<file path="config.mk">
export PLATFORM = sky130hd
export DESIGN_NAME = rtc_three_wire_serial_master
export DESIGN_NICKNAME = d
export VERILOG_FILES = /design/src/hw/rtl/rtc3w_pkg.sv /design/src/hw/rtl/rtc_three_wire_serial_master.sv
export SDC_FILE = /design/constraint.sdc
export NUM_CORES = 1
export LEC_CHECK = 0
export BUFFER_PORTS_ARGS = -buffer_cell sky130_fd_sc_hd__buf_2
export CORE_MARGIN = 2
export CORE_UTILIZATION = 40
export DETAILED_ROUTE_END_ITERATION = 12
export SLEW_MARGIN = 30
export SYNTH_ARGS = -nofsm -noshare
export SYNTH_HDL_FRONTEND = slang
export SYNTH_SLANG_ARGS = --single-unit
</file>
<file path="constraint.sdc">
create_clock -name i_clk -period 5.1 [get_ports i_clk]
set_input_delay 0.51 -clock i_clk [delete_from_list [all_inputs] [get_ports i_clk]]
set_output_delay 0.51 -clock i_clk [all_outputs]
set_load 0.03 [all_outputs]
</file>
<file path="src/hw/rtl/rtc3w_pkg.sv">
// ----------------------------------------------------------------------------
// rtc3w_pkg
// Types and constants shared by the three-wire RTC serial master.
// ----------------------------------------------------------------------------
package rtc3w_pkg;

    typedef enum logic [3:0] {
        PH_IDLE     = 4'd0,
        PH_CE_ON    = 4'd1,
        PH_CMD_LOW  = 4'd2,
        PH_CMD_HIGH = 4'd3,
        PH_WR_LOW   = 4'd4,
        PH_WR_HIGH  = 4'd5,
        PH_RD_LOW   = 4'd6,
        PH_RD_HIGH  = 4'd7,
        PH_TAIL     = 4'd8,
        PH_CE_OFF   = 4'd9
    } t_phase;

    // configuration register indexes
    localparam logic [1:0] CFG_HALF_PERIOD = 2'd0;
    localparam logic [1:0] CFG_ENABLE_HOLD = 2'd1;

    localparam logic [7:0] HALF_PERIOD_RST = 8'd50;
    localparam logic [9:0] ENABLE_HOLD_RST = 10'd200;

    localparam logic [4:0] BURST_ADDR = 5'h1f;
    localparam logic [7:0] CMD_MARK   = 8'h80;
    localparam int unsigned CMD_BITS  = 8;

    typedef struct packed {
        logic        kind;
        logic        is_read;
        logic        burst;
        logic [4:0]  address;
        logic [63:0] write_data;
        logic        io_in;
    } t_in_item;

    typedef struct packed {
        logic        chip_enable;
        logic        serial_clock;
        logic        io_out;
        logic        io_drive;
        logic        busy_res;
        logic        done_res;
        logic [63:0] read_data;
    } t_out_item;

endpackage

</file>
<file path="src/hw/rtl/rtc_three_wire_serial_master.sv">
// ----------------------------------------------------------------------------
// rtc_three_wire_serial_master
// Tick-driven master for a three-wire RTC link: chip enable, serial clock,
// bidirectional data. Every input request is one tick; each gives one result.
// ----------------------------------------------------------------------------
// The result request of an accepted tick request is registered and raised in the next cycle.
// Throughput: one tick per cycle unless stalled; the sequencer state and the
//   result register both advance in the accepting cycle; that register frees on take.
// Reset: sequencer idle, counters and shift registers cleared, timing
//   registers back to 50 / 200 ticks, result register empty.
module rtc_three_wire_serial_master #(
    parameter int unsigned BURST_BYTES = 8
) (
    input  logic                 i_clk,
    input  logic                 i_rst_n,
    input  logic                 i_in_valid,
    output logic                 o_in_stall,
    input  rtc3w_pkg::t_in_item  i_in,
    output logic                 o_out_valid,
    input  logic                 i_out_stall,
    output rtc3w_pkg::t_out_item o_out,
    input  logic                 i_cfg_valid,
    output logic                 o_cfg_ready,
    input  logic [1:0]           i_cfg_index,
    input  logic [9:0]           i_cfg_data
);
    import rtc3w_pkg::*;

    localparam logic [6:0] BURST_BITS = 7'(BURST_BYTES * 8);
    localparam logic [6:0] SINGLE_BITS = 7'd8;
    localparam logic [6:0] CMD_LAST = 7'(CMD_BITS - 1);

    logic [7:0]  r_half_period;
    logic [9:0]  r_enable_hold;

    t_phase      r_phase, n_phase;
    logic [9:0]  r_tick_count, n_tick_count;
    logic [6:0]  r_bit_count, n_bit_count;
    logic [7:0]  r_command_shift, n_command_shift;
    logic [63:0] r_data_shift, n_data_shift;
    logic [63:0] r_read_gather, n_read_gather;
    logic [1:0]  r_request_flags, n_request_flags;

    logic        r_out_valid;
    t_out_item   r_out, n_out;

    logic        in_accept;
    logic [9:0]  seg_len;
    logic [9:0]  seg_len_eff;
    logic        seg_done;
    logic [10:0] tick_inc;
    logic [6:0]  data_bits;
    logic [7:0]  bit_inc;
    logic        done;

    assign o_in_stall  = r_out_valid && i_out_stall;
    assign in_accept   = i_in_valid && !o_in_stall;
    assign o_cfg_ready = 1'b1;
    assign o_out_valid = r_out_valid;
    assign o_out       = r_out;

    // configuration
    always_ff @(posedge i_clk) begin
        if (!i_rst_n) begin
            r_half_period <= HALF_PERIOD_RST;
            r_enable_hold <= ENABLE_HOLD_RST;
        end else if (i_cfg_valid) begin
            if (i_cfg_index == CFG_HALF_PERIOD) begin
                r_half_period <= i_cfg_data[7:0];
            end else if (i_cfg_index == CFG_ENABLE_HOLD) begin
                r_enable_hold <= i_cfg_data;
            end
        end
    end

    // phase length and end-of-phase detect; zero length acts as one
    always_comb begin
        if (r_phase == PH_CE_ON || r_phase == PH_CE_OFF) begin
            seg_len = r_enable_hold;
        end else begin
            seg_len = {2'b00, r_half_period};
        end
        seg_len_eff = (seg_len == 10'd0) ? 10'd1 : seg_len;
        tick_inc    = {1'b0, r_tick_count} + 11'd1;
        seg_done    = tick_inc >= {1'b0, seg_len_eff};
        data_bits   = r_request_flags[1] ? BURST_BITS : SINGLE_BITS;
        bit_inc     = {1'b0, r_bit_count} + 8'd1;
    end

    // sequencer next state and pin levels
    always_comb begin
        n_phase         = r_phase;
        n_tick_count    = r_tick_count;
        n_bit_count     = r_bit_count;
        n_command_shift = r_command_shift;
        n_data_shift    = r_data_shift;
        n_read_gather   = r_read_gather;
        n_request_flags = r_request_flags;
        done            = 1'b0;

        if (r_phase != PH_IDLE) begin
            n_tick_count = seg_done ? 10'd0 : tick_inc[9:0];
        end

        unique case (r_phase)
            PH_IDLE: begin
                if (i_in.kind) begin
                    n_request_flags = {i_in.burst, i_in.is_read};
                    n_command_shift = CMD_MARK
                                    | {2'b00, (i_in.burst ? BURST_ADDR : i_in.address), 1'b0}
                                    | {7'd0, i_in.is_read};
                    n_data_shift    = i_in.burst ? i_in.write_data
                                                 : {56'd0, i_in.write_data[7:0]};
                    n_read_gather   = '0;
                    n_tick_count    = '0;
                    n_bit_count     = '0;
                    n_phase         = PH_CE_ON;
                end
            end
            PH_CE_ON: begin
                if (seg_done) begin
                    n_bit_count = '0;
                    n_phase     = PH_CMD_LOW;
                end
            end
            PH_CMD_LOW: begin
                if (seg_done) n_phase = PH_CMD_HIGH;
            end
            PH_CMD_HIGH: begin
                if (seg_done) begin
                    if (r_bit_count >= CMD_LAST) begin
                        n_bit_count = '0;
                        n_phase     = r_request_flags[0] ? PH_RD_LOW : PH_WR_LOW;
                    end else begin
                        n_bit_count = bit_inc[6:0];
                        n_phase     = PH_CMD_LOW;
                    end
                end
            end
            PH_WR_LOW: begin
                if (seg_done) n_phase = PH_WR_HIGH;
            end
            PH_RD_LOW: begin
                // sample on the tick the clock rises
                if (seg_done) begin
                    if (i_in.io_in) n_read_gather[r_bit_count[5:0]] = 1'b1;
                    n_phase = PH_RD_HIGH;
                end
            end
            PH_WR_HIGH, PH_RD_HIGH: begin
                if (seg_done) begin
                    if (bit_inc >= {1'b0, data_bits}) begin
                        n_bit_count = '0;
                        n_phase     = PH_TAIL;
                    end else begin
                        n_bit_count = bit_inc[6:0];
                        n_phase     = (r_phase == PH_RD_HIGH) ? PH_RD_LOW : PH_WR_LOW;
                    end
                end
            end
            PH_TAIL: begin
                if (seg_done) n_phase = PH_CE_OFF;
            end
            PH_CE_OFF: begin
                if (seg_done) begin
                    n_phase = PH_IDLE;
                    done    = 1'b1;
                end
            end
            default: begin
                n_phase      = PH_IDLE;
                n_tick_count = '0;
            end
        endcase

        n_out              = '0;
        n_out.busy_res     = (n_phase != PH_IDLE);
        n_out.done_res     = done;
        n_out.read_data    = (done && r_request_flags[0]) ? r_read_gather : 64'd0;
        unique case (n_phase)
            PH_CE_ON, PH_TAIL, PH_RD_LOW: begin
                n_out.chip_enable = 1'b1;
            end
            PH_RD_HIGH: begin
                n_out.chip_enable  = 1'b1;
                n_out.serial_clock = 1'b1;
            end
            PH_CMD_LOW, PH_CMD_HIGH: begin
                n_out.chip_enable  = 1'b1;
                n_out.io_drive     = 1'b1;
                n_out.serial_clock = (n_phase == PH_CMD_HIGH);
                n_out.io_out       = n_command_shift[n_bit_count[2:0]];
            end
            PH_WR_LOW, PH_WR_HIGH: begin
                n_out.chip_enable  = 1'b1;
                n_out.io_drive     = 1'b1;
                n_out.serial_clock = (n_phase == PH_WR_HIGH);
                n_out.io_out       = n_data_shift[n_bit_count[5:0]];
            end
            default: begin
                n_out.chip_enable = 1'b0;
            end
        endcase
    end

    always_ff @(posedge i_clk) begin
        if (!i_rst_n) begin
            r_phase         <= PH_IDLE;
            r_tick_count    <= '0;
            r_bit_count     <= '0;
            r_command_shift <= '0;
            r_data_shift    <= '0;
            r_read_gather   <= '0;
            r_request_flags <= '0;
            r_out_valid     <= 1'b0;
        end else begin
            if (in_accept) begin
                r_phase         <= n_phase;
                r_tick_count    <= n_tick_count;
                r_bit_count     <= n_bit_count;
                r_command_shift <= n_command_shift;
                r_data_shift    <= n_data_shift;
                r_read_gather   <= n_read_gather;
                r_request_flags <= n_request_flags;
                r_out_valid     <= 1'b1;
            end else if (!i_out_stall) begin
                r_out_valid <= 1'b0;
            end
        end
    end

    always_ff @(posedge i_clk) begin
        if (in_accept) begin
            r_out <= n_out;
        end
    end

    // idle always leaves the tick counter cleared
    a_idle_tick_clear: assert property (@(posedge i_clk) disable iff (!i_rst_n)
        r_phase == PH_IDLE |-> r_tick_count == 10'd0)
        else $error("tick counter not clear in idle");

    // done ends the session
    a_done_not_busy: assert property (@(posedge i_clk) disable iff (!i_rst_n)
        r_out_valid && r_out.done_res |-> !r_out.busy_res && !r_out.chip_enable)
        else $error("done while still busy");

    // data pin is only driven with chip enable up
    a_drive_needs_ce: assert property (@(posedge i_clk) disable iff (!i_rst_n)
        r_out_valid && r_out.io_drive |-> r_out.chip_enable)
        else $error("data pin driven without chip enable");

    // a taken tick always yields a held result request next cycle
    a_accept_gives_result: assert property (@(posedge i_clk) disable iff (!i_rst_n)
        in_accept |=> r_out_valid)
        else $error("accepted tick produced no result");

endmodule
</file>
* Yosys cells after proc, flatten, opt, wreduce, memory -nomap -nowiden *
Cells that the tools add are included.

cells by class
  $add $sub $neg = 2
  $lt $le $gt $ge = 7
  eq/ne operators = 25
  mux-type cells = 51
  bitwise logic cells = 3
  reductions and logical operators = 23

operators with widths
  operator               number
  $mux 64                6
  $pmux 64 s2            1
  $or 64x64->64          1
  $mux 10                5
  $mux 7                 7
  $mux 4                 10
  $pmux 4 s9             1
  $eq 4x3->1 const B     8
  $pmux 7 s4             1
  $pmux 10 s2            1
  $eq 4x2->1 const B     4
  $mux 8                 2
  $lt 6x7->1 const B     2
  $eq 4x4->1 const B     3
  $ne 2x2->1 const B     6
  $reduce_bool 4->1      3
  $add 10x1->11 const B  1
  $ge 11x10->1           1
  $logic_not 10->1       1
  $reduce_or 9->1        1
  $add 7x1->8 const B    1
  $eq 4x1->1 const B     2
  $ge 8x7->1             1
  $mux 1                 8
  other kinds (27)       34

storage, ports and cells
  flip-flop bits (word level) = 248
  input port bits = 90
  output and inout bits = 73
  logic and storage cells = 129

* Longest topological paths before layout *
Gate-level depths: netlist (run 1).

  depth after elaboration = 11
  depth in mapped cells = 21
  mapped depth without buffers = 17

* Worst setup path after synthesis (run 1) *
No wires, ideal clock.

  path type = reg-to-reg
  from = reg r_phase[2]
  to = reg r_out, in the netlist o_out[67], data pin
  setup time = 0.272 ns
  arrival = 4.523 ns
  required time = 4.828 ns
  slack = 0.305 ns
  cell stages (with the launch flop) = 20
  path buffers = 2
  period minus slack after synthesis = 4.795 ns
  cell sequence = dfxtp_1 -> clkbuf_1 -> nor2_1 -> and2_1 -> clkbuf_1 -> mux2i_1 -> nand4_1 -> o21ai_0 -> ha_1 -> nand2b_1 -> a31oi_1 -> o21bai_1 -> a21o_1 -> o21bai_1 -> a21oi_2 -> a211oi_1 -> a211oi_1 -> or4_1 -> and3_1 -> or4_1

RTL lines
  what                      line                                 source
  start: declaration        rtc_three_wire_serial_master.sv:36   t_phase r_phase, n_phase;
  start signal: assignment  rtc_three_wire_serial_master.sv:218  r_phase <= n_phase;
  end signal: assignment    rtc_three_wire_serial_master.sv:234  r_out <= n_out;
  end: declaration          rtc_three_wire_serial_master.sv:45   t_out_item r_out, n_out;

==> reports/results.txt, run 1 <==
Worst-path clk slew -> 0.06 ns
critical path class -> reg -> reg
die span in x -> 174 um
Syn Nets -> 1,421
largest net degree at the start of global routing -> 75
sequential fraction of the synthesis area -> 48.9%
Leak -> 5.61 nW
worst vdd ir -> 0.247 mV
hold slack -> 0.203 ns
final number of max-transition violations -> 0
setup tns final -> 0 ns
vias -> 9,898
share of post-route cells with drive strength above 1 -> 18.4%
WP data arrival -> 4.91 ns
diode count -> 0
outcome -> completed
critical path launch point -> r_phase[1]
Critical Path Sink Type -> flip-flop
Power Density -> 336 nW/um^2
worst r2r src -> r_phase[1]
Reg-to-Reg End -> o_out[67]
CTS buffer count -> 26
fmax -> 0.216 GHz
antenna-violating nets left -> 0
initial DRC count -> 805
CTS Root Cell -> clkbuf_16
initial antenna violation count -> 0
final hold viol count -> 0
final setup fails -> 0
Die Height -> 174 um
# port buffers -> 161
drt total wl -> 31,100 um
Worst-Margin Slew -> 0.878 ns
WL/cell -> 16.9 um
area leader, netlist -> dfxtp_1
post-synth top area share -> 30.7%
WP data required -> 5.38 ns
nets@finish -> 1,547
reg2reg path depth -> 19
Worst Path Max Fanout -> 10
DRT Pass-1 Iters -> 5
via/cell ratio -> 5.36
Gate Count Post-Synth -> 1,316
leading cell types by total area after synthesis -> dfxtp_1, edfxtp_1, nand2_1
DP HPWL -> 20,600 um
R2R Setup Slk -> 0.47 ns
Netlist cell types -> 68
Synth-to-Final Area Change -> 18.6%
max-cap viol count -> 0
worst setup path end -> o_out[67]
EDFF count, synth -> 70
Yosys Warn Count -> 0
Avg Inst Size Synth -> 8.81 um^2
die area -> 30,400 um^2
Final period util -> 90.8%
clk sinks -> 248
routability congestion estimate -> 0.904
total congestion overflow -> 0
# IOs -> 163
gr usage total -> 20.1%
synthesized area -> 11,600 um^2
CTS tree -> yes
H-Tree Level Count -> 1
startpoint types -> flip-flop
skew final -> 0.00953 ns
HP Class -> in -> reg
Synth async-reset ratio -> 0%
RSZ-0062 raised after global routing -> false
latest clock arrival within the worst-skew pair -> 0.54 ns
DRC viols -> 0
Final min period -> 4.63 ns
Yosys reg bits -> 248
Starting Density -> 40.5%
headroom to the max-slew limit -> 41.5%
number of global-route vias before repair -> 9,431
global-route wire length before repair -> 50,500 um
core area -> 28,600 um^2
Core Rows -> 62
CTS Buffer Depth -> 3
predominant post-synthesis flop cell -> dfxtp_1
==> kinds of logic (layout without fill, tap and decap cells) <==
group                      count (synthesis)  after routing  share of synthesized area [%]
and+or+nand+nor                          598            598                           24.5
AOI/OAI and AO/OA                        301            301                           17.6
DFF                                      248            248                           48.9
buffers and inverters                    112            258                           3.84
muxes                                     31             31                           2.70
adders and majority gates                 15             15                           1.62
xor gates and xnor gates                  10             10                          0.756
other                                      1              1                         0.0324
==> worst max-delay path: stages (launching register included) <==
cell and delay [ns]:
dfxtp_1 0.35, nor2_1 0.18, and2_4 0.27, mux2i_1 0.30, nand4_1 0.13, o21ai_0 0.22
ha_1 0.26, nand2b_1 0.14, a31oi_1 0.16, o21bai_1 0.18, a41oi_2 0.23, buf_4 0.20
o32ai_4 0.16, buf_4 0.18, a211oi_1 0.20, a311oi_1 0.07, a31o_1 0.22, o311ai_1 0.28
o211ai_1 0.13, or4_1 0.52
==> how the worst min path moves through the flow <==
stage                           start           endpoint  slack (ns)  cells after the start
floorplan            r_read_gather[0]   r_read_gather[0]        0.43                      2
detailed placement  r_read_gather[43]  r_read_gather[43]        0.45                      2
global route               i_in_valid        o_out_valid        0.19                      2
CTS                     i_cfg_data[7]   r_enable_hold[7]        0.18                      3
global placement    r_read_gather[42]  r_read_gather[42]        0.44                      2
finish                  i_cfg_data[5]   r_half_period[5]        0.20                      3
==> layout by cell type, fill, tap and decap left out, drive strengths merged, types with 3 or more instances in the layout <==
master,n
nor3b,6
buf,204
edfxtp,70
and2,12
a32oi,4
clkinv,8
nand3,126
xnor2,5
nor2,101
nand2b,9
a211oi,20
a31oi,11
o211ai,8
a22oi,3
xor2,5
a21boi,82
a311oi,7
nand2,205
mux2i,29
nand4,7
or3,4
and3b,3
and3,92
ha,15
nor2b,12
nor3,12
o211a,10
dfxtp,178
a21oi,96
a21o,6
or4,3
o21ai,30
clkbuf,36
bufinv,4
o21a,3
inv,5
==> flip-flops by register name (all words and copies together), names as in the netlist, 7 cells and up <==
name and count:
r_data_shift 64, r_enable_hold 10, r_command_shift 8, r_half_period 8, r_tick_count 10, o_out 70
r_bit_count 7, r_read_gather 64
==> Yosys cell counts, types with 3 or more instances <==
master	number
nand2_1	205
dfxtp_1	178
nand3_1	126
nor2_1	101
a21oi_1	94
and3_1	92
clkbuf_1	92
a21boi_0	82
edfxtp_1	70
o21ai_0	30
mux2i_1	29
a211oi_1	18
ha_1	15
and2_1	12
nor2b_1	12
a31oi_1	11
nor3_1	11
o211a_1	10
nand2b_1	9
a311oi_1	7
nand4_1	7
o211ai_1	7
a21o_1	6
buf_2	6
nor3b_1	6
inv_1	5
xnor2_1	5
xor2_1	5
a32oi_1	4
or3_1	4
a22oi_1	3
and3b_1	3
buf_1	3
o21a_1	3
or4_1	3
==> layout make-up <==
type | count | area (um^2)
Fill cell | 2771 | 14900
Clock buffer | 36 | 729
Timing Repair Buffer | 204 | 1140
Inverter | 6 | 23.8
Sequential cell | 248 | 5670
Clock inverter | 12 | 175
Multi-Input combinational cell | 956 | 5530
Tap cell | 384 | 480
==> per-layer routing <==
metal  vias up  track usage (%)  wire (um)
met4         0             4.24        554
met2       287             33.0      14600
met1      4630             28.2      14400
li1       4945                -          -
met5         -                0          0
met3        36             2.76       1570
==> metrics by stage <==
stage | setup slack, ns | utilization (%) | total power, W | std cells | area, um^2
after floorplan | 0.305 | - | 0.00249 | 1316 | 11600
after global placement | 0.321 | 44.7 | 0.00267 | 1795 | 12800
after detailed placement | 0.0658 | 44.7 | 0.00267 | 1795 | 12800
after CTS | 0.0380 | 47.9 | 0.00466 | 1843 | 13700
after global routing | 0.0561 | 48.0 | 0.00479 | 1846 | 13700
final | 0.469 | 48.0 | 0.00462 | 1846 | 13700
==> power breakdown <==
group / leakage, nW / internal (W) / switching [W]
Combinational: 3.02 / 0.000170 / 0.000351
Sequential: 2.15 / 0.00208 / 0.0000281
Clock: 0.438 / 0.00120 / 0.000784
Total: 5.61 / 0.00346 / 0.00116
==> what timing repair did <==
action | 4_1_cts | 5_1_grt
hold buffers | 0 | 0
setup endpoints to repair | 0 | 1
setup buffers | 0 | 3
resized for setup | 0 | 6
(Power assumes the default switching activity.)
==> inputs of run 2 (changes only) <==
Clock period 5.1 ns to 4.2 ns, I/O delays scaled along.
==> run 2 against run 1 <==
  * The flow now finishes with violations (negative setup slack)
  * Total power rose by 21%
  * Worst setup slack got worse by 0.58 ns
  * Register-to-register slack got worse by 0.58 ns
  * Die area did not move
  * Critical path depth rose by 1
  * Global-route usage rose by 0.92 points
  * Non-clock buffer count rose by 78
  * Largest power group unchanged
  * Highest routed layer unchanged
==> reports/results.txt, run 2 (synthesized netlist as in run 1, its figures left out) <==
most common cell after layout, fill and taps aside -> nand2_1
area of the multi-input gates -> 5840 um^2 (+5.6%)
utilization after layout -> 51.3% (+3.3 points)
ordered cell list for the critical path -> nor2_4, and2_4, buf_12, mux2i_4, nand4_1, o21ai_1, ha_1, nand2b_4, a31oi_4, o21bai_4, a41oi_4, buf_4, a211oi_4, a21oi_4, buf_4, a211oi_2, a311oi_1, or4_1, and3_1, or4_1
WP data required -> 4.48 ns (-0.90 ns)
drt total wl -> 32,800 um (+5.5%)
CTS Buffer Depth -> 3 (unchanged)
Critical Path Sink Type -> flip-flop
Die Height -> 174 um (unchanged)
largest net degree at the start of global routing -> 115 (+53%)
Final min period -> 4.31 ns (-0.317 ns)
fmax -> 0.232 GHz (+7.3%)
max reg flops -> 70 (unchanged)
DRT Pass-1 Iters -> 6 (+1)
hold path depth -> 2 (-1)
CTS Root Cell -> clkbuf_16
initial DRC count -> 955 (+19%)
outcome -> finished, violations left
failing checks -> negative setup slack
WP buf/inv -> 3 (+1)
number of global-route vias before repair -> 9,959 (+5.6%)
finished layout cell area -> 14,700 um^2 (+6.8%)
FF+latch area -> 5670 um^2 (about the same)
Worst path depth -> 20 (+1)
H-Tree Level Count -> 1 (unchanged)
most frequent cells in the layout -> nand2_1, dfxtp_1, buf_2, nand3_1, buf_4
pre-CTS setup slack -> -0.354 ns (-0.420 ns)
CTS tree -> yes
via/cell ratio -> 5.39 (+0.49%)
nets@finish -> 1,626 (+5.1%)
startpoint types -> flip-flop
Fillers -> 2,704 (-2.4%)
Worst-Margin Slew -> 0.794 ns (-0.0835 ns)
Placement Cell Area -> 13,300 um^2 (+3.8%)
initial antenna violation count -> 0 (unchanged)
Worst-path clk slew -> 0.07 ns (about the same)
Core Rows -> 62 (unchanged)
HP Class -> in -> reg
latest clock arrival within the worst-skew pair -> 0.54 ns (about the same)
headroom to the max-slew limit -> 47.1% (+5.6 points)
critical path class -> reg -> reg
final hold viol count -> 0 (unchanged)
skew final -> 0.0133 ns (+0.00377 ns)
DRC viols -> 0 (unchanged)
clk sinks -> 248 (unchanged)
Worst Path Max Fanout -> 6 (-4)
Starting Density -> 40.5% (unchanged)
routability congestion estimate -> 0.864 (-4.4%)
Power Density -> 382 nW/um^2 (+14%)
Crit path largest cell delay -> 0.50 ns (-0.02 ns)
reg2reg path depth -> 20 (+1)
RSZ-0062 raised after global routing -> true
share of post-route cells with drive strength above 1 -> 24.7% (+6.3 points)
Leak -> 6.08 nW (+8.4%)
cell family with most CP delay -> simple AND/OR/NAND/NOR gates
gr usage total -> 21.0% (+0.92 points)
CTS buffer count -> 26 (unchanged)
die area -> 30,400 um^2 (unchanged)
core area -> 28,600 um^2 (unchanged)
Final WS setup -> -0.114 ns (-0.583 ns)
max-cap viol count -> 0 (unchanged)
diode count -> 0 (unchanged)
vias -> 10,400 (+4.7%)
antenna-violating nets left -> 0 (unchanged)
setup tns final -> -0.114 ns (-0.114 ns)
Critical-path top delay cell -> or4_1
worst vdd ir -> 0.287 mV (+16%)
Final period util -> 103% (+12 points)
final setup fails -> 1 (+1)
total congestion overflow -> 0 (unchanged)
DP HPWL -> 21,000 um (+2.1%)
WP data arrival -> 4.59 ns (-0.32 ns)
global-route wire length before repair -> 52,800 um (+4.6%)
# IOs -> 163 (unchanged)
WL/cell -> 17.1 um (+1.2%)
die span in x -> 174 um (unchanged)
# port buffers -> 161 (unchanged)
Synth-to-Final Area Change -> 26.7%
final number of max-transition violations -> 0 (unchanged)
## run 2: cell type report
| cell class | instances | share of cell area [%] |
|---|---|---|
| Clock buffer | 39 | 5.33 |
| Clock inverter | 8 | 0.520 |
| Inverter | 6 | 0.162 |
| Multi-Input combinational cell | 957 | 39.8 |
| Sequential cell | 248 | 38.6 |
| Tap cell | 384 | 3.27 |
| Timing Repair Buffer | 282 | 12.4 |
## run 2: worst register-to-register path: stages, from the launching register on
cell,delay [ns]
dfxtp_2,0.33
nor2_4,0.10
and2_4,0.18
buf_12,0.15
mux2i_4,0.24
nand4_1,0.10
o21ai_1,0.17
ha_1,0.17
nand2b_4,0.13
a31oi_4,0.09
o21bai_4,0.21
a41oi_4,0.15
buf_4,0.16
a211oi_4,0.26
a21oi_4,0.09
buf_4,0.18
a211oi_2,0.21
a311oi_1,0.07
or4_1,0.39
and3_1,0.16
or4_1,0.50
## run 2: metrics by stage
| stage | cells | hold WS (ns) | power (W) |
|---|---|---|---|
| 6_report | 1924 | 0.101 | 0.00560 |
| 5_1_grt | 1924 | 0.110 | 0.00581 |
| 4_1_cts | 1911 | 0.0845 | 0.00561 |
| 3_5_place_dp | 1852 | 0.446 | 0.00329 |
| 3_3_place_gp | 1852 | 0.438 | 0.00329 |
| 2_1_floorplan | 1316 | 0.429 | 0.00303 |
## run 2: layer usage
metal  share of wire [%]  vias up  wire length, um  global-route usage [%]
met4                 1.7        0              566                    4.52
met2                  47      285            15300                    34.0
li1                    -     5108                -                       -
met1                  46     4921            15200                    29.7
met5                   0        -                0                       0
met3                 5.4       53             1760                    3.17
## run 2: timing repair
action	4_1_cts	5_1_grt
setup endpoints to repair	1	2
buffers inserted	9	12
gates resized for setup	15	47
pin swaps	4	25
hold buffers	0	0
cloned	3	1
## run 2: report_power, final
group	switching (W)	internal, W	total, W
sequential	0.0000346	0.00253	0.00256
combinational	0.000469	0.000277	0.000747
clock	0.000946	0.00135	0.00229
## run 2: path summary, 6_finish.rpt
kind | to | from | slack, ns
max reg2reg | o_out[67] | r_phase[1] | -0.11
min | o_out_valid | i_in_valid | 0.10
min reg2reg | r_read_gather[23] | r_read_gather[23] | 0.46
max | o_out[67] | r_phase[1] | -0.11
==> inputs of run 3 (changes only) <==
Settings changed: PLACE_DENSITY from default to 0.69.
==> run 3 against run 2 <==
  * The flow still finishes with violations (negative setup slack)
  * Register-to-register slack worse by 0.02 ns
  * Core utilization down 0.59 points
  * Global-route usage down 0.86 points
  * Largest cell class unchanged
  * Sequential cell count unchanged
  * Largest power group unchanged
  * Worst hold slack better by 0.010 ns
==> reports/results.txt, run 3 (synthesized netlist as in run 1, its figures left out) <==
outcome -> finished, violations left
failing checks -> negative setup slack
RSZ-0062 raised after global routing -> true
die span in x -> 174 um (unchanged)
vias -> 10,400 (+0.57%)
latest clock arrival within the worst-skew pair -> 0.53 ns (about the same)
Starting Density -> 40.5% (unchanged)
total congestion overflow -> 0 (unchanged)
NetSw -> 0.00144 W (-0.69%)
Synth-to-Final Area Change -> 25.2%
Critical Path Sink Type -> flip-flop
sequential share of power -> 46.9% (+1.1 points)
clock power share -> 39.7% (-1.2 points)
routability congestion estimate -> 0.871 (+0.78%)
Core Rows -> 62 (unchanged)
Fillers -> 2,674 (-1.1%)
max-cap viol count -> 0 (unchanged)
via/cell ratio -> 5.46 (+1.3%)
nets@finish -> 1,611 (-0.92%)
fmax -> 0.231 GHz (-0.51%)
number of global-route vias before repair -> 9,873 (-0.86%)
HP Class -> in -> reg
CTS tree -> yes
Final WS setup -> -0.137 ns (-0.0223 ns)
diode count -> 0 (unchanged)
DRT Pass-1 Iters -> 5 (-1)
Die Height -> 174 um (unchanged)
drt total wl -> 31,900 um (-3.0%)
startpoint types -> flip-flop
# IOs -> 163 (unchanged)
headroom to the max-slew limit -> 40.3% (-6.8 points)
Final period util -> 103% (+0.53 points)
hold slack -> 0.112 ns (+0.0103 ns)
initial antenna violation count -> 0 (unchanged)
Worst-path clk slew -> 0.06 ns (about the same)
clk sinks -> 248 (unchanged)
skew final -> 0.00819 ns (-0.00511 ns)
hold-fix buffers at CTS -> 0 (unchanged)
H-Tree Level Count -> 1 (unchanged)
DRC viols -> 0 (unchanged)
die area -> 30,400 um^2 (unchanged)
share of post-route cells with drive strength above 1 -> 24.0% (-0.76 points)
DP HPWL -> 20,700 um (-1.6%)
Power Density -> 377 nW/um^2 (-1.2%)
worst vdd ir -> 0.284 mV (-1.1%)
global-route wire length before repair -> 50,900 um (-3.6%)
Net Sw Frac -> 26.3% (+0.44 points)
initial DRC count -> 992 (+3.9%)
utilization after layout -> 50.7% (-0.59 points)
Worst Path Max Fanout -> 7 (+1)
WP data required -> 4.47 ns (about the same)
max reg flops -> 70 (unchanged)
WP data arrival -> 4.61 ns (+0.02 ns)
CTS buffer count -> 26 (unchanged)
gr usage total -> 20.2% (-0.86 points)
Worst-Margin Slew -> 0.894 ns (+0.100 ns)
Comb power frac -> 13.4% (about the same)
Pint -> 0.00403 W (-2.9%)
antenna-violating nets left -> 0 (unchanged)
Leak -> 5.96 nW (-1.8%)
final hold viol count -> 0 (unchanged)
core area -> 28,600 um^2 (unchanged)
CTS Buffer Depth -> 3 (unchanged)
CTS Root Cell -> clkbuf_16
final setup fails -> 1 (unchanged)
# port buffers -> 161 (unchanged)
Final min period -> 4.34 ns (+0.0223 ns)
WL/cell -> 16.7 um (-2.3%)
critical path class -> reg -> reg
most common cell after layout, fill and taps aside -> nand2_1
final number of max-transition violations -> 0 (unchanged)
pre-CTS setup slack -> -0.218 ns (+0.136 ns)
Pwr Total -> 0.00547 W (-2.4%)
most frequent cells in the layout -> nand2_1, dfxtp_1, buf_2, nand3_1, nor2_1
largest net degree at the start of global routing -> 115 (unchanged)
[run 3: cell count changes in the layout (fill, tap and decap cells not counted), sizes merged]
cell,delta
buf,-15
bufinv,-1
clkbuf,-1
clkinv,+1
clkinvlp,+1
inv,+1
[run 3: through the flow]
stage	instances	area, um^2	TNS [ns]
floorplan	1316	11600	0
global placement	1843	13200	-0.0178
detailed placement	1843	13200	-0.218
CTS	1898	14200	-0.0550
global route	1910	14500	-0.319
finish	1910	14500	-0.137
[run 3: path summary, 6_finish.rpt]
| check | start | endpoint | slack, ns | depth (start not counted) |
|---|---|---|---|---|
| setup / recovery | r_phase[2] | o_out[67] | -0.14 | 18 |
| hold reg to reg | r_read_gather[51] | r_read_gather[51] | 0.46 | 2 |
| hold / removal | i_in_valid | o_out_valid | 0.11 | 2 |
| setup reg to reg | r_phase[2] | o_out[67] | -0.14 | 18 |
[run 3: cell type report]
cell class / instances / area (um^2) / share of cell area, %
tap: 384 / 480 / 3.31
sequential: 248 / 5670 / 39.1
timing repair buffer: 267 / 1690 / 11.6
clock inverter: 10 / 71.3 / 0.491
multi-input combinational: 957 / 5840 / 40.2
inverter: 6 / 23.8 / 0.164
clock buffer: 38 / 741 / 5.10
[run 3: layer usage]
metal / track usage (%) / up-vias / share of wire (%)
met3: 3.19 / 70 / 5.7
met4: 6.13 / 0 / 2.9
li1: - / 5078 / -
met1: 27.9 / 4925 / 44
met5: 0 / - / 0
met2: 32.5 / 353 / 47
[run 3: power by group through the flow]
| stage | sequential [W] | clock, W | combinational (W) |
|---|---|---|---|
| final | 0.00257 | 0.00217 | 0.000733 |
| after CTS | 0.00256 | 0.00221 | 0.000691 |
| after global placement | 0.00261 | 0 | 0.000658 |
| after global routing | 0.00257 | 0.00231 | 0.000794 |
| after floorplan | 0.00268 | 0 | 0.000355 |
| after detailed placement | 0.00261 | 0 | 0.000667 |
[run 3: critical path, stage by stage, from the launching register on]
cell and delay (ns):
dfxtp_2 0.33, nor2_4 0.10, and2_4 0.17, buf_12 0.15
mux2i_2 0.24, nand4_1 0.13, o21ai_1 0.22, ha_1 0.27
nand2b_4 0.15, a31oi_4 0.17, o21bai_4 0.12, a21o_1 0.23
o21bai_4 0.23, buf_6 0.17, a21oi_2 0.11, buf_4 0.18
or4_1 0.50, and3_1 0.18, or4_1 0.41
[run 3: repair_timing]
item / in CTS / in global routing
buffers inserted: 6 / 11
gates cloned: 1 / 1
hold endpoints to repair: 0 / 0
pin swaps: 8 / 17
gates resized for setup: 20 / 38
setup endpoints to repair: 1 / 1
